==> src/hdl/sfr_pkg.sv <==
// Shared types and constants for the serial radio control frame receiver.
package sfr_pkg;

   localparam int BUFFER_BYTES = 26;
   localparam int POS_W = 5;
   localparam int CHAN_BITS = 11;
   localparam int CHANNEL_COUNT = 16;
   localparam int PAYLOAD_BYTES = 22;
   localparam int PAYLOAD_W = PAYLOAD_BYTES * 8;
   localparam int INDEX_W = 5;

   localparam logic [7:0] START_BYTE = 8'h0F;
   localparam logic [7:0] FILL_BYTE = 8'hFF;
   localparam logic [7:0] GAP_MIN_RESET = 8'd3;
   localparam logic [7:0] IDLE_MAX = 8'hFF;
   localparam logic [POS_W-1:0] FLAGS_POSITION = POS_W'(23);
   localparam logic [POS_W-1:0] END_POSITION = POS_W'(24);

   typedef enum logic [1:0] {
      OP_BYTE    = 2'd0,
      OP_TICK    = 2'd1,
      OP_PROCESS = 2'd2,
      OP_UNUSED  = 2'd3
   } op_type;

   typedef struct packed {
      logic               byte_we;
      logic               tick;
      logic               load_first;
      logic               load_chan;
      logic               clear;
      logic [INDEX_W-1:0] chan_index;
      logic               chan_last;
   } cmd_type;

   typedef struct packed {
      logic frame_ok;
      logic out_free;
   } status_type;

endpackage

==> src/hdl/sbus_frame_receiver.sv <==
// Top level of the 16-channel serial radio control frame receiver.
// A byte, tick or unused-op transaction is accepted and gives no result.
// A process transaction puts its first result in the output register in the next cycle.
// A good frame then gives one channel per cycle, 17 results in all, paced by rsp_ready.
// New requests wait until the last result of a process is leaving the output register.
// Synchronous reset opens no frame, fills the buffer with 0xFF and sets gap_min to 3.
module sbus_frame_receiver #(
   parameter int BUFFER_BYTES = sfr_pkg::BUFFER_BYTES
) (
   input  logic                        clock,
   input  logic                        reset,
   input  logic                        req_valid,
   output logic                        req_ready,
   input  logic [1:0]                  req_op,
   input  logic [7:0]                  req_byte_value,
   output logic                        rsp_valid,
   input  logic                        rsp_ready,
   output logic                        rsp_rejected,
   output logic                        rsp_bad_start,
   output logic                        rsp_bad_end,
   output logic                        rsp_bad_length,
   output logic [sfr_pkg::INDEX_W-1:0] rsp_channel_index,
   output logic [10:0]                 rsp_chan_value,
   output logic                        rsp_last,
   input  logic                        csr_valid,
   output logic                        csr_ready,
   input  logic [7:0]                  csr_gap_min
);

   sfr_pkg::cmd_type    cmd;
   sfr_pkg::status_type status;

   assign csr_ready = 1'b1;

   sfr_ctrl u_ctrl (
      .clock     (clock),
      .reset     (reset),
      .req_valid (req_valid),
      .req_ready (req_ready),
      .req_op    (req_op),
      .status    (status),
      .cmd       (cmd)
   );

   sfr_datapath #(
      .BUFFER_BYTES (BUFFER_BYTES)
   ) u_datapath (
      .clock             (clock),
      .reset             (reset),
      .cmd               (cmd),
      .status            (status),
      .byte_value        (req_byte_value),
      .csr_we            (csr_valid && csr_ready),
      .csr_data          (csr_gap_min),
      .rsp_valid         (rsp_valid),
      .rsp_ready         (rsp_ready),
      .rsp_rejected      (rsp_rejected),
      .rsp_bad_start     (rsp_bad_start),
      .rsp_bad_end       (rsp_bad_end),
      .rsp_bad_length    (rsp_bad_length),
      .rsp_channel_index (rsp_channel_index),
      .rsp_chan_value    (rsp_chan_value),
      .rsp_last          (rsp_last)
   );

endmodule

==> src/hdl/sfr_datapath.sv <==
// Frame buffer, idle counter, frame checks and result register of the receiver.
module sfr_datapath #(
   parameter int BUFFER_BYTES = sfr_pkg::BUFFER_BYTES
) (
   input  logic                        clock,
   input  logic                        reset,
   input  sfr_pkg::cmd_type            cmd,
   output sfr_pkg::status_type         status,
   input  logic [7:0]                  byte_value,
   input  logic                        csr_we,
   input  logic [7:0]                  csr_data,
   output logic                        rsp_valid,
   input  logic                        rsp_ready,
   output logic                        rsp_rejected,
   output logic                        rsp_bad_start,
   output logic                        rsp_bad_end,
   output logic                        rsp_bad_length,
   output logic [sfr_pkg::INDEX_W-1:0] rsp_channel_index,
   output logic [10:0]                 rsp_chan_value,
   output logic                        rsp_last
);

   localparam int FRAME_W = BUFFER_BYTES * 8;
   localparam int POS_W = sfr_pkg::POS_W;
   localparam int CB = sfr_pkg::CHAN_BITS;
   localparam int PW = sfr_pkg::PAYLOAD_W;

   logic [FRAME_W-1:0] frame_ff, frame_in;
   logic [POS_W-1:0]   pos_ff, pos_in;
   logic               open_ff, open_in;
   logic [7:0]         idle_ff, idle_in;
   logic [7:0]         gap_ff, gap_in;

   logic               valid_ff, valid_in;
   logic               rej_ff, rej_in;
   logic               bs_ff, bs_in;
   logic               be_ff, be_in;
   logic               bl_ff, bl_in;
   logic [sfr_pkg::INDEX_W-1:0] idx_ff, idx_in;
   logic [10:0]        val_ff, val_in;
   logic               last_ff, last_in;

   logic [7:0] byte0, byte23, byte24;
   logic       bad_start, bad_end, bad_length, out_free, is_start;

   assign byte0 = frame_ff[7:0];
   assign byte23 = frame_ff[8*int'(sfr_pkg::FLAGS_POSITION) +: 8];
   assign byte24 = frame_ff[8*int'(sfr_pkg::END_POSITION) +: 8];
   assign bad_start = byte0 != sfr_pkg::START_BYTE;
   assign bad_end = byte24 != 8'd0;
   assign bad_length = !(open_ff && pos_ff == sfr_pkg::END_POSITION);
   assign out_free = !valid_ff || rsp_ready;
   assign is_start = byte_value == sfr_pkg::START_BYTE && idle_ff > gap_ff;

   assign status.frame_ok = !bad_start && !bad_end && !bad_length;
   assign status.out_free = out_free;

   always_comb begin
      frame_in = frame_ff;
      pos_in = pos_ff;
      open_in = open_ff;
      idle_in = idle_ff;
      gap_in = csr_we ? csr_data : gap_ff;
      valid_in = valid_ff && !rsp_ready;
      rej_in = rej_ff;
      bs_in = bs_ff;
      be_in = be_ff;
      bl_in = bl_ff;
      idx_in = idx_ff;
      val_in = val_ff;
      last_in = last_ff;

      if (cmd.byte_we) begin
         idle_in = 8'd0;
         if (is_start) begin
            pos_in = '0;
            open_in = 1'b1;
            frame_in[7:0] = byte_value;
         end else if (open_ff && pos_ff == sfr_pkg::END_POSITION) begin
            frame_in[8*int'(sfr_pkg::END_POSITION) +: 8] = sfr_pkg::FILL_BYTE;
         end else if (open_ff) begin
            pos_in = pos_ff + POS_W'(1);
            for (int i = 0; i < BUFFER_BYTES; i++) begin
               if (pos_in == POS_W'(i)) begin
                  frame_in[8*i +: 8] = byte_value;
               end
            end
         end
      end

      if (cmd.tick && idle_ff != sfr_pkg::IDLE_MAX) begin
         idle_in = idle_ff + 8'd1;
      end

      if (cmd.load_first) begin
         valid_in = 1'b1;
         idx_in = '0;
         if (status.frame_ok) begin
            rej_in = 1'b0;
            bs_in = 1'b0;
            be_in = 1'b0;
            bl_in = 1'b0;
            val_in = {3'b000, byte23};
            last_in = 1'b0;
         end else begin
            rej_in = 1'b1;
            bs_in = bad_start;
            be_in = bad_end;
            bl_in = bad_length;
            val_in = '0;
            last_in = 1'b1;
         end
      end

      if (cmd.load_chan) begin
         valid_in = 1'b1;
         rej_in = 1'b0;
         bs_in = 1'b0;
         be_in = 1'b0;
         bl_in = 1'b0;
         idx_in = cmd.chan_index;
         val_in = frame_ff[8 +: CB];
         last_in = cmd.chan_last;
         frame_in[8 +: PW] = {{CB{1'b1}}, frame_ff[8+CB +: PW-CB]};
      end

      if (cmd.clear) begin
         frame_in = '1;
         pos_in = '0;
         open_in = 1'b0;
      end
   end

   always_ff @(posedge clock) begin
      if (reset) begin
         frame_ff <= '1;
         pos_ff <= '0;
         open_ff <= 1'b0;
         idle_ff <= sfr_pkg::IDLE_MAX;
         gap_ff <= sfr_pkg::GAP_MIN_RESET;
         valid_ff <= 1'b0;
      end else begin
         frame_ff <= frame_in;
         pos_ff <= pos_in;
         open_ff <= open_in;
         idle_ff <= idle_in;
         gap_ff <= gap_in;
         valid_ff <= valid_in;
      end
   end

   always_ff @(posedge clock) begin
      rej_ff <= rej_in;
      bs_ff <= bs_in;
      be_ff <= be_in;
      bl_ff <= bl_in;
      idx_ff <= idx_in;
      val_ff <= val_in;
      last_ff <= last_in;
   end

   assign rsp_valid = valid_ff;
   assign rsp_rejected = rej_ff;
   assign rsp_bad_start = bs_ff;
   assign rsp_bad_end = be_ff;
   assign rsp_bad_length = bl_ff;
   assign rsp_channel_index = idx_ff;
   assign rsp_chan_value = val_ff;
   assign rsp_last = last_ff;

endmodule

==> src/hdl/sfr_ctrl.sv <==
// Controller state machine that decodes requests and sequences the channel results.
module sfr_ctrl (
   input  logic                clock,
   input  logic                reset,
   input  logic                req_valid,
   output logic                req_ready,
   input  logic [1:0]          req_op,
   input  sfr_pkg::status_type status,
   output sfr_pkg::cmd_type    cmd
);

   typedef enum logic [1:0] {
      ST_IDLE = 2'b01,
      ST_EMIT = 2'b10
   } state_type;

   localparam int IW = sfr_pkg::INDEX_W;

   state_type        state_ff, state_in;
   logic [IW-1:0]    chan_ff, chan_in;
   logic             accept;
   sfr_pkg::op_type  op;

   assign op = sfr_pkg::op_type'(req_op);
   assign req_ready = state_ff == ST_IDLE && status.out_free;
   assign accept = req_valid && req_ready;

   always_comb begin
      state_in = state_ff;
      chan_in = chan_ff;
      cmd = '0;
      cmd.chan_index = chan_ff;
      cmd.chan_last = chan_ff == IW'(sfr_pkg::CHANNEL_COUNT);

      case (state_ff)
         ST_IDLE: begin
            if (accept) begin
               case (op)
                  sfr_pkg::OP_BYTE: cmd.byte_we = 1'b1;
                  sfr_pkg::OP_TICK: cmd.tick = 1'b1;
                  sfr_pkg::OP_PROCESS: begin
                     cmd.load_first = 1'b1;
                     if (status.frame_ok) begin
                        state_in = ST_EMIT;
                        chan_in = IW'(1);
                     end else begin
                        cmd.clear = 1'b1;
                     end
                  end
                  default: ;
               endcase
            end
         end
         ST_EMIT: begin
            if (status.out_free) begin
               cmd.load_chan = 1'b1;
               chan_in = chan_ff + IW'(1);
               if (cmd.chan_last) begin
                  cmd.clear = 1'b1;
                  state_in = ST_IDLE;
               end
            end
         end
         default: state_in = ST_IDLE;
      endcase
   end

   always_ff @(posedge clock) begin
      if (reset) begin
         state_ff <= ST_IDLE;
         chan_ff <= '0;
      end else begin
         state_ff <= state_in;
         chan_ff <= chan_in;
      end
   end

endmodule

==> config.mk <==
export PLATFORM = sky130hd
export DESIGN_NAME = sbus_frame_receiver
export DESIGN_NICKNAME = d
export VERILOG_FILES = /design/src/hdl/sfr_pkg.sv /design/src/hdl/sbus_frame_receiver.sv /design/src/hdl/sfr_datapath.sv /design/src/hdl/sfr_ctrl.sv
export SDC_FILE = /design/constraint.sdc
export NUM_CORES = 1
export LEC_CHECK = 0
export ABC_AREA = 1
export BUFFER_PORTS_ARGS = -buffer_cell sky130_fd_sc_hd__buf_2
export CORE_MARGIN = 2
export CORE_UTILIZATION = 35
export CTS_BUF_LIST = sky130_fd_sc_hd__clkbuf_4
export CTS_CLUSTER_DIAMETER = 30
export DETAILED_ROUTE_END_ITERATION = 16
export SLEW_MARGIN = 5
export SYNTH_ARGS = -nofsm -noshare
export SYNTH_HDL_FRONTEND = slang
export SYNTH_SLANG_ARGS = --single-unit
==> constraint.sdc <==
create_clock -name clock -period 2.7 [get_ports clock]
set_input_delay 0.405 -clock clock [delete_from_list [all_inputs] [get_ports clock]]
set_output_delay 0.405 -clock clock [all_outputs]
set_load 0.03 [all_outputs]
# After elaboration in Yosys (flattened, before gate mapping)
# Index checks and enable logic that the tools add are counted.
totals:
  rom_bits: 0
  mem_count: 0
  mem_bits_rw: 0
  word_cells: 238
  out_inout_bits: 24
  ff_bits: 251
  latchBits: 0
op_classes:
  add_sub_neg: 3
  order_cmp: 1
  n_bitwise: 2
  div_mod_pow: 0
  mul: 0
  shift: 0
  muxes: 72
  eq_ne: 41
  reduce_logical: 79
ops:
  columns: ["op", "count"]
  rows:
  - ["$mux 173", 2]
  - ["$mux 165", 2]
  - ["$mux 8", 30]
  - ["$mux 200", 1]
  - ["$reduce_and 5->1", 26]
  - ["$reduce_bool 2->1", 30]
  - ["$eq 5x5->1 const B", 11]
  - ["$mux 5", 9]
  - ["$eq 5x4->1 const B", 8]
  - ["$mux 11", 2]
  - ["$eq 5x3->1 const B", 4]
  - ["$mux 1", 15]
  - ["$mux 2", 6]
  - ["$add 5x1->5 const B", 2]
  - ["$eq 5x2->1 const B", 2]
  - ["$pmux 5 s2", 1]
  - ["$add 8x1->8 const B", 1]
  - ["$eq 8x4->1 const B", 1]
  - ["$gt 8x8->1", 1]
  - ["$logic_and 1x1->1", 8]
  - ["$ne 2x1->1 const B", 4]
  - ["$ne 2x2->1 const B", 4]
  - ["$ne 8x4->1 const B", 1]
  - ["$ne 8x8->1 const B", 1]
  - ["other kinds (17)", 26]

# Depth between registers and ports, before layout
depth:
  ltp_word: 9
  depth_mapped: 16
  ltp_nobuf: 15

# Hierarchy
# Synthesis repeated with hierarchy kept, for this count alone.
hier_totals:
  cells_unflattened: 1730
  hier_area_um2: 12449.4
modules_own_cells:
  columns: ["module", "seq_area_each_um2", "cells_each", "area_each_um2", "instances"]
  rows:
  - ["sfr_datapath", 5054.8, 1644, 11903.9, 1]
  - ["sfr_ctrl", 140.1, 84, 534.3, 1]
  - ["sbus_frame_receiver", 0.0, 2, 11.3, 1]

# Worst setup path before layout
# No wires, ideal clock.
synth_path:
  kind: "register to register"
  from: "reg u_datapath.valid_ff, in the netlist u_datapath.rsp_valid"
  to: "reg u_datapath.valid_ff, in the netlist u_datapath.rsp_valid"
  period_less_slack_ns: 2.030
  path_buffers: 1
  required_time_ns: 2.582
  slack_ns: 0.670
  stages_incl_launch_ff: 9
  arrival_ns: 1.913
  cell_sequence: "dfxtp_1 nand2_1 inv_1 nor2_2 inv_2 buf_1 nand2_1 o21ai_0 inv_1"
synth_between:
  elab_chain_cells: 8
  elab_cells_between_ends: 11
  classes_between: "6 x mux; 5 x reduce/logical"
synth_lines:
  columns: ["item", "line", "rtl"]
  rows:
  - ["from (decl)", "sfr_datapath.sv:34", "logic valid_ff, valid_in;"]
  - ["from (signal assigned)", "sfr_datapath.sv:148", "valid_ff <= valid_in;"]
  - ["$logic_not 1->1", "sfr_datapath.sv:52", "assign out_free = !valid_ff || rsp_ready;"]
  - ["$logic_or 1x1->1", "sfr_datapath.sv:52", null]
  - ["$logic_and 1x1->1", "sfr_ctrl.sv:25", "assign req_ready = state_ff == ST_IDLE && status.out_free;"]
  - ["$logic_and 1x1->1", "sfr_ctrl.sv:26", "assign accept = req_valid && req_ready;"]
  - ["$mux 3", "sfr_ctrl.sv:37", "if (accept) begin"]
  - ["$mux 3", "sfr_ctrl.sv:35", "case (state_ff)"]
  - ["$mux 1", "sfr_datapath.sv:95", "if (cmd.load_first) begin"]
  - ["$mux 1 *", "sfr_datapath.sv:115", "if (cmd.load_chan) begin"]
# Every way passes the cells marked *; elsewhere a longest branch is shown, timed or not.
# A chain may end at the register's enable or synchronous reset.

# Worst setup path in the final report
layout_path:
  from: "reg u_datapath.pos_ff[0]"
  to: "reg u_datapath.frame_ff[114]"
layout_between:
  elab_chain_cells: 8
  elab_cells_between_ends: 13
  classes_between: "1 x add/sub; 3 x eq/ne; 4 x mux; 5 x reduce/logical"
layout_lines:
  columns: ["item", "line", "rtl"]
  rows:
  - ["from (decl)", "sfr_datapath.sv:29", "logic [POS_W-1:0] pos_ff, pos_in;"]
  - ["from (signal assigned)", "sfr_datapath.sv:144", "pos_ff <= pos_in;"]
  - ["branches (longest 8 deep; another with $add 5x1->5)", null, null]
  - ["to (signal assigned)", "sfr_datapath.sv:143", "frame_ff <= frame_in;"]
  - ["to (decl)", "sfr_datapath.sv:28", "logic [FRAME_W-1:0] frame_ff, frame_in;"]
# Several ways; the timed one is not identified.

==> flow_metrics.py <==
metrics = {
    "run_status": {
        "outcome": "completed",
    },
    "die": {
        "initial_core_util": 0.357,
        "dieWidth_um": 192,
        "rows": 68,
        "die_h_um": 192,
        "die-area_mm2": 0.0369,
        "io_pins": 47,
        "core_mm2": 0.0347,
    },
    "clock_network": {
        "cts_root_buf": "clkbuf_4",
        "cts_setup_buffers": 0,
        "cts_tree": "done",
        "cts_buffers": 75,
        "clk_path_buf_depth": 3,
        "clock_sinks": 251,
        "clk_pin_slew_ps": 60,
        "h-tree-depth": 3,
        "clkLatencyLatePin_ps": 710,
    },
    "place": {
        "dp_slack_ps": 236,
        "dp_cells": 2256,
        "place.detailed.hpwl_um": 22400,
        "io_buffers": 45,
        "routabilityCongestion": 0.835,
    },
    "layout": {
        "drive_gt1_frac": 0.142,
        "syn2layout_area_growth_pct": 14.3,
        "final_cells": 2402,
        "finalNetCount": 1932,
    },
    "grt": {
        "grt_use_total": 0.190,
        "antenna_found_initial": 1,
        "grt_pass1_vias": 11400,
        "grt_overflow": 0,
        "grt_start_max_net_pins": 121,
        "grt_pass1_wl_um": 57100,
    },
    "min_path": {
        "hp-class": "primary input to register",
    },
    "routing": {
        "ant_nets": 0,
        "avgViaCountPerCell": 5.08,
        "routed_wirelength_um": 34900,
        "drt_drc_violations_left": 0,
        "vias": 12200,
        "drt-initial-drc-count": 1061,
        "drt-wirelength-per-cell_um": 14.5,
        "drt_pass1_iterations": 6,
    },
    "yosys": {
        "yosys_warnings": 0,
        "ys_types": 33,
        "syn_area_mm2": 0.0124,
        "synth-seq-cells": 251,
        "synth_top_area_share": 0.378,
        "netlist_instances": 1818,
        "synth_seq_area_share": 0.419,
        "synth.largest_area_cell": "dfxtp_1",
        "syn_avg_cell_area_um2": 6.82,
        "synth_area_leaders": "dfxtp_1, nand2_1, nand3_1",
        "syn_nets": 1859,
    },
    "critical_path": {
        "cp-start-kind": "register",
        "end_kind": "register",
        "critPathKind": "register to register",
        "worstPathRequired_ps": 3250,
        "critPathMaxFanout": 64,
        "worstPathArrival_ps": 3050,
    },
    "flow_run": {
        "drv_cap": 0,
    },
    "sta": {
        "rsz0062_at_grt": "false",
        "setup_slack_ps": 198,
        "tightest_slew_ps": 611,
        "fin_crit_ps": 2500,
        "clock_skew_ps": 51.3,
        "setup_viol": 0,
        "fin_crit_sh": 0.927,
        "fmax_ghz": 0.400,
        "slew_headroom": 0.592,
        "final_max_slew_viol_count": 0,
        "finalHoldViolCount": 0,
        "setup_tns_ps": 0,
    },
    "pwr": {
        "p_per_area_mw_per_mm2": 557,
        "ir_drop_uv": 271,
        "p_leak_uw": 0.00712,
    },
}
sequential cells by signal, summed over array words and instances, names as in the netlist, 2 cells and up:
| register | flops |
|---|---|
| u_ctrl.chan_ff | 5 |
| u_datapath.idle_ff | 8 |
| u_datapath.frame_ff | 200 |
| u_datapath.gap_ff | 8 |
| u_datapath.pos_ff | 5 |
| u_datapath.rsp_channel_index | 5 |
| u_datapath.rsp_chan_value | 11 |
| u_ctrl.state_ff | 2 |
routing by layer:
layer / part of all wire / track usage / routed length (um)
met5: 0 / 0 / 0
met4: 0.025 / 0.0696 / 879
met3: 0.052 / 0.0360 / 1800
met2: 0.45 / 0.304 / 15800
met1: 0.47 / 0.254 / 16400
cells in the mapped netlist, drive strengths merged:
cell type and n:
buf 62, nor2 185, xor2 2, dfxtp 234
a21o 1, conb 1, edfxtp 17, nand4 43
clkbuf 42, nand2 618, a21oi 37, nor3 85
inv 83, ha 18, or2 3, o21ai 27
nand3 358, nand3b 1, and2 1
kinds of logic (layout without fill, tap and decap cells):
| family | Yosys count | count (layout) | synth area share |
|---|---|---|---|
| xor+xnor | 2 | 2 | 0.00141 |
| simple gates | 1294 | 1294 | 0.463 |
| fa+ha+maj | 18 | 18 | 0.0182 |
| buf+inv | 187 | 315 | 0.0672 |
| other cells | 1 | 2 | 0.000302 |
| flops | 251 | 251 | 0.419 |
| compound gates | 65 | 65 | 0.0304 |
through the flow:
step	power [uW]	hold slack, ps	util	instance area (um^2)
final	7890	62.1	0.408	14200
after detailed placement	4300	439	0.376	13100
after floorplan	4180	426	-	12400
after global placement	4290	439	0.376	13100
after global routing	8270	0.552	0.408	14200
after CTS	7990	3.34	0.408	14200
power by group:
part | switching, uW | leakage, uW | internal [uW] | total, uW
Combinational | 284 | 0.00448 | 159 | 443
Sequential | 23.8 | 0.00206 | 3770 | 3800
Clock | 1640 | 0.000576 | 2010 | 3650
Total | 1940 | 0.00712 | 5940 | 7890
repair_timing:
item | CTS | global route
gates resized for setup | 0 | 1
endpoints found under the setup margin | 0 | 1
endpoints found under the hold margin | 11 | 0
hold buffers | 13 | 0
final timing paths:
kind / slack [ps] / from / depth (start not counted) / to
setup reg to reg: 200 / u_datapath.pos_ff[0] / 10 / u_datapath.frame_ff[114]
hold reg to reg: 450 / u_datapath.frame_ff[154] / 2 / u_datapath.frame_ff[154]
setup / recovery: 200 / u_datapath.pos_ff[0] / 10 / u_datapath.frame_ff[114]
hold / removal: 60 / req_byte_value[0] / 3 / u_datapath.frame_ff[0]
cells in the final DEF, fill, tap and decap left out, types with 5 or more instances in the layout:
master and instances:
nand2_1 604, nand3_1 344, dfxtp_1 234, nor2_1 166, clkbuf_4 114, nor3_1 85
inv_1 74, buf_2 45, nand4_1 43, buf_4 36, a21oi_1 34, o21ai_0 20
ha_1 18, edfxtp_1 17, nand3_2 14, nor2_2 13, dlygate4sd3_1 13, inv_2 11
clkinv_1 11, nand2_2 7, nor2_4 6, nand2_4 6, buf_12 6, o21ai_2 5
final cells by class:
type / count / area (um^2)
Tap cell: 455 / 569
Antenna cell: 1 / 2.50
Multi-Input combinational cell: 1380 / 6380
Sequential cell: 251 / 5190
Fill cell: 3775 / 20500
Timing Repair Buffer: 100 / 746
Clock inverter: 18 / 101
Clock buffer: 114 / 856
Inverter: 83 / 312
critical path, stage by stage (launching register included):
cell	delay, ps
dfxtp_1	380
inv_1	130
ha_1	230
nand3_1	140
nor2_4	200
nand3_1	170
nand2_1	130
nand2_2	120
a21oi_4	370
buf_12	310
nand3_1	110
Note: power is estimated with default switching activity, not from simulation.
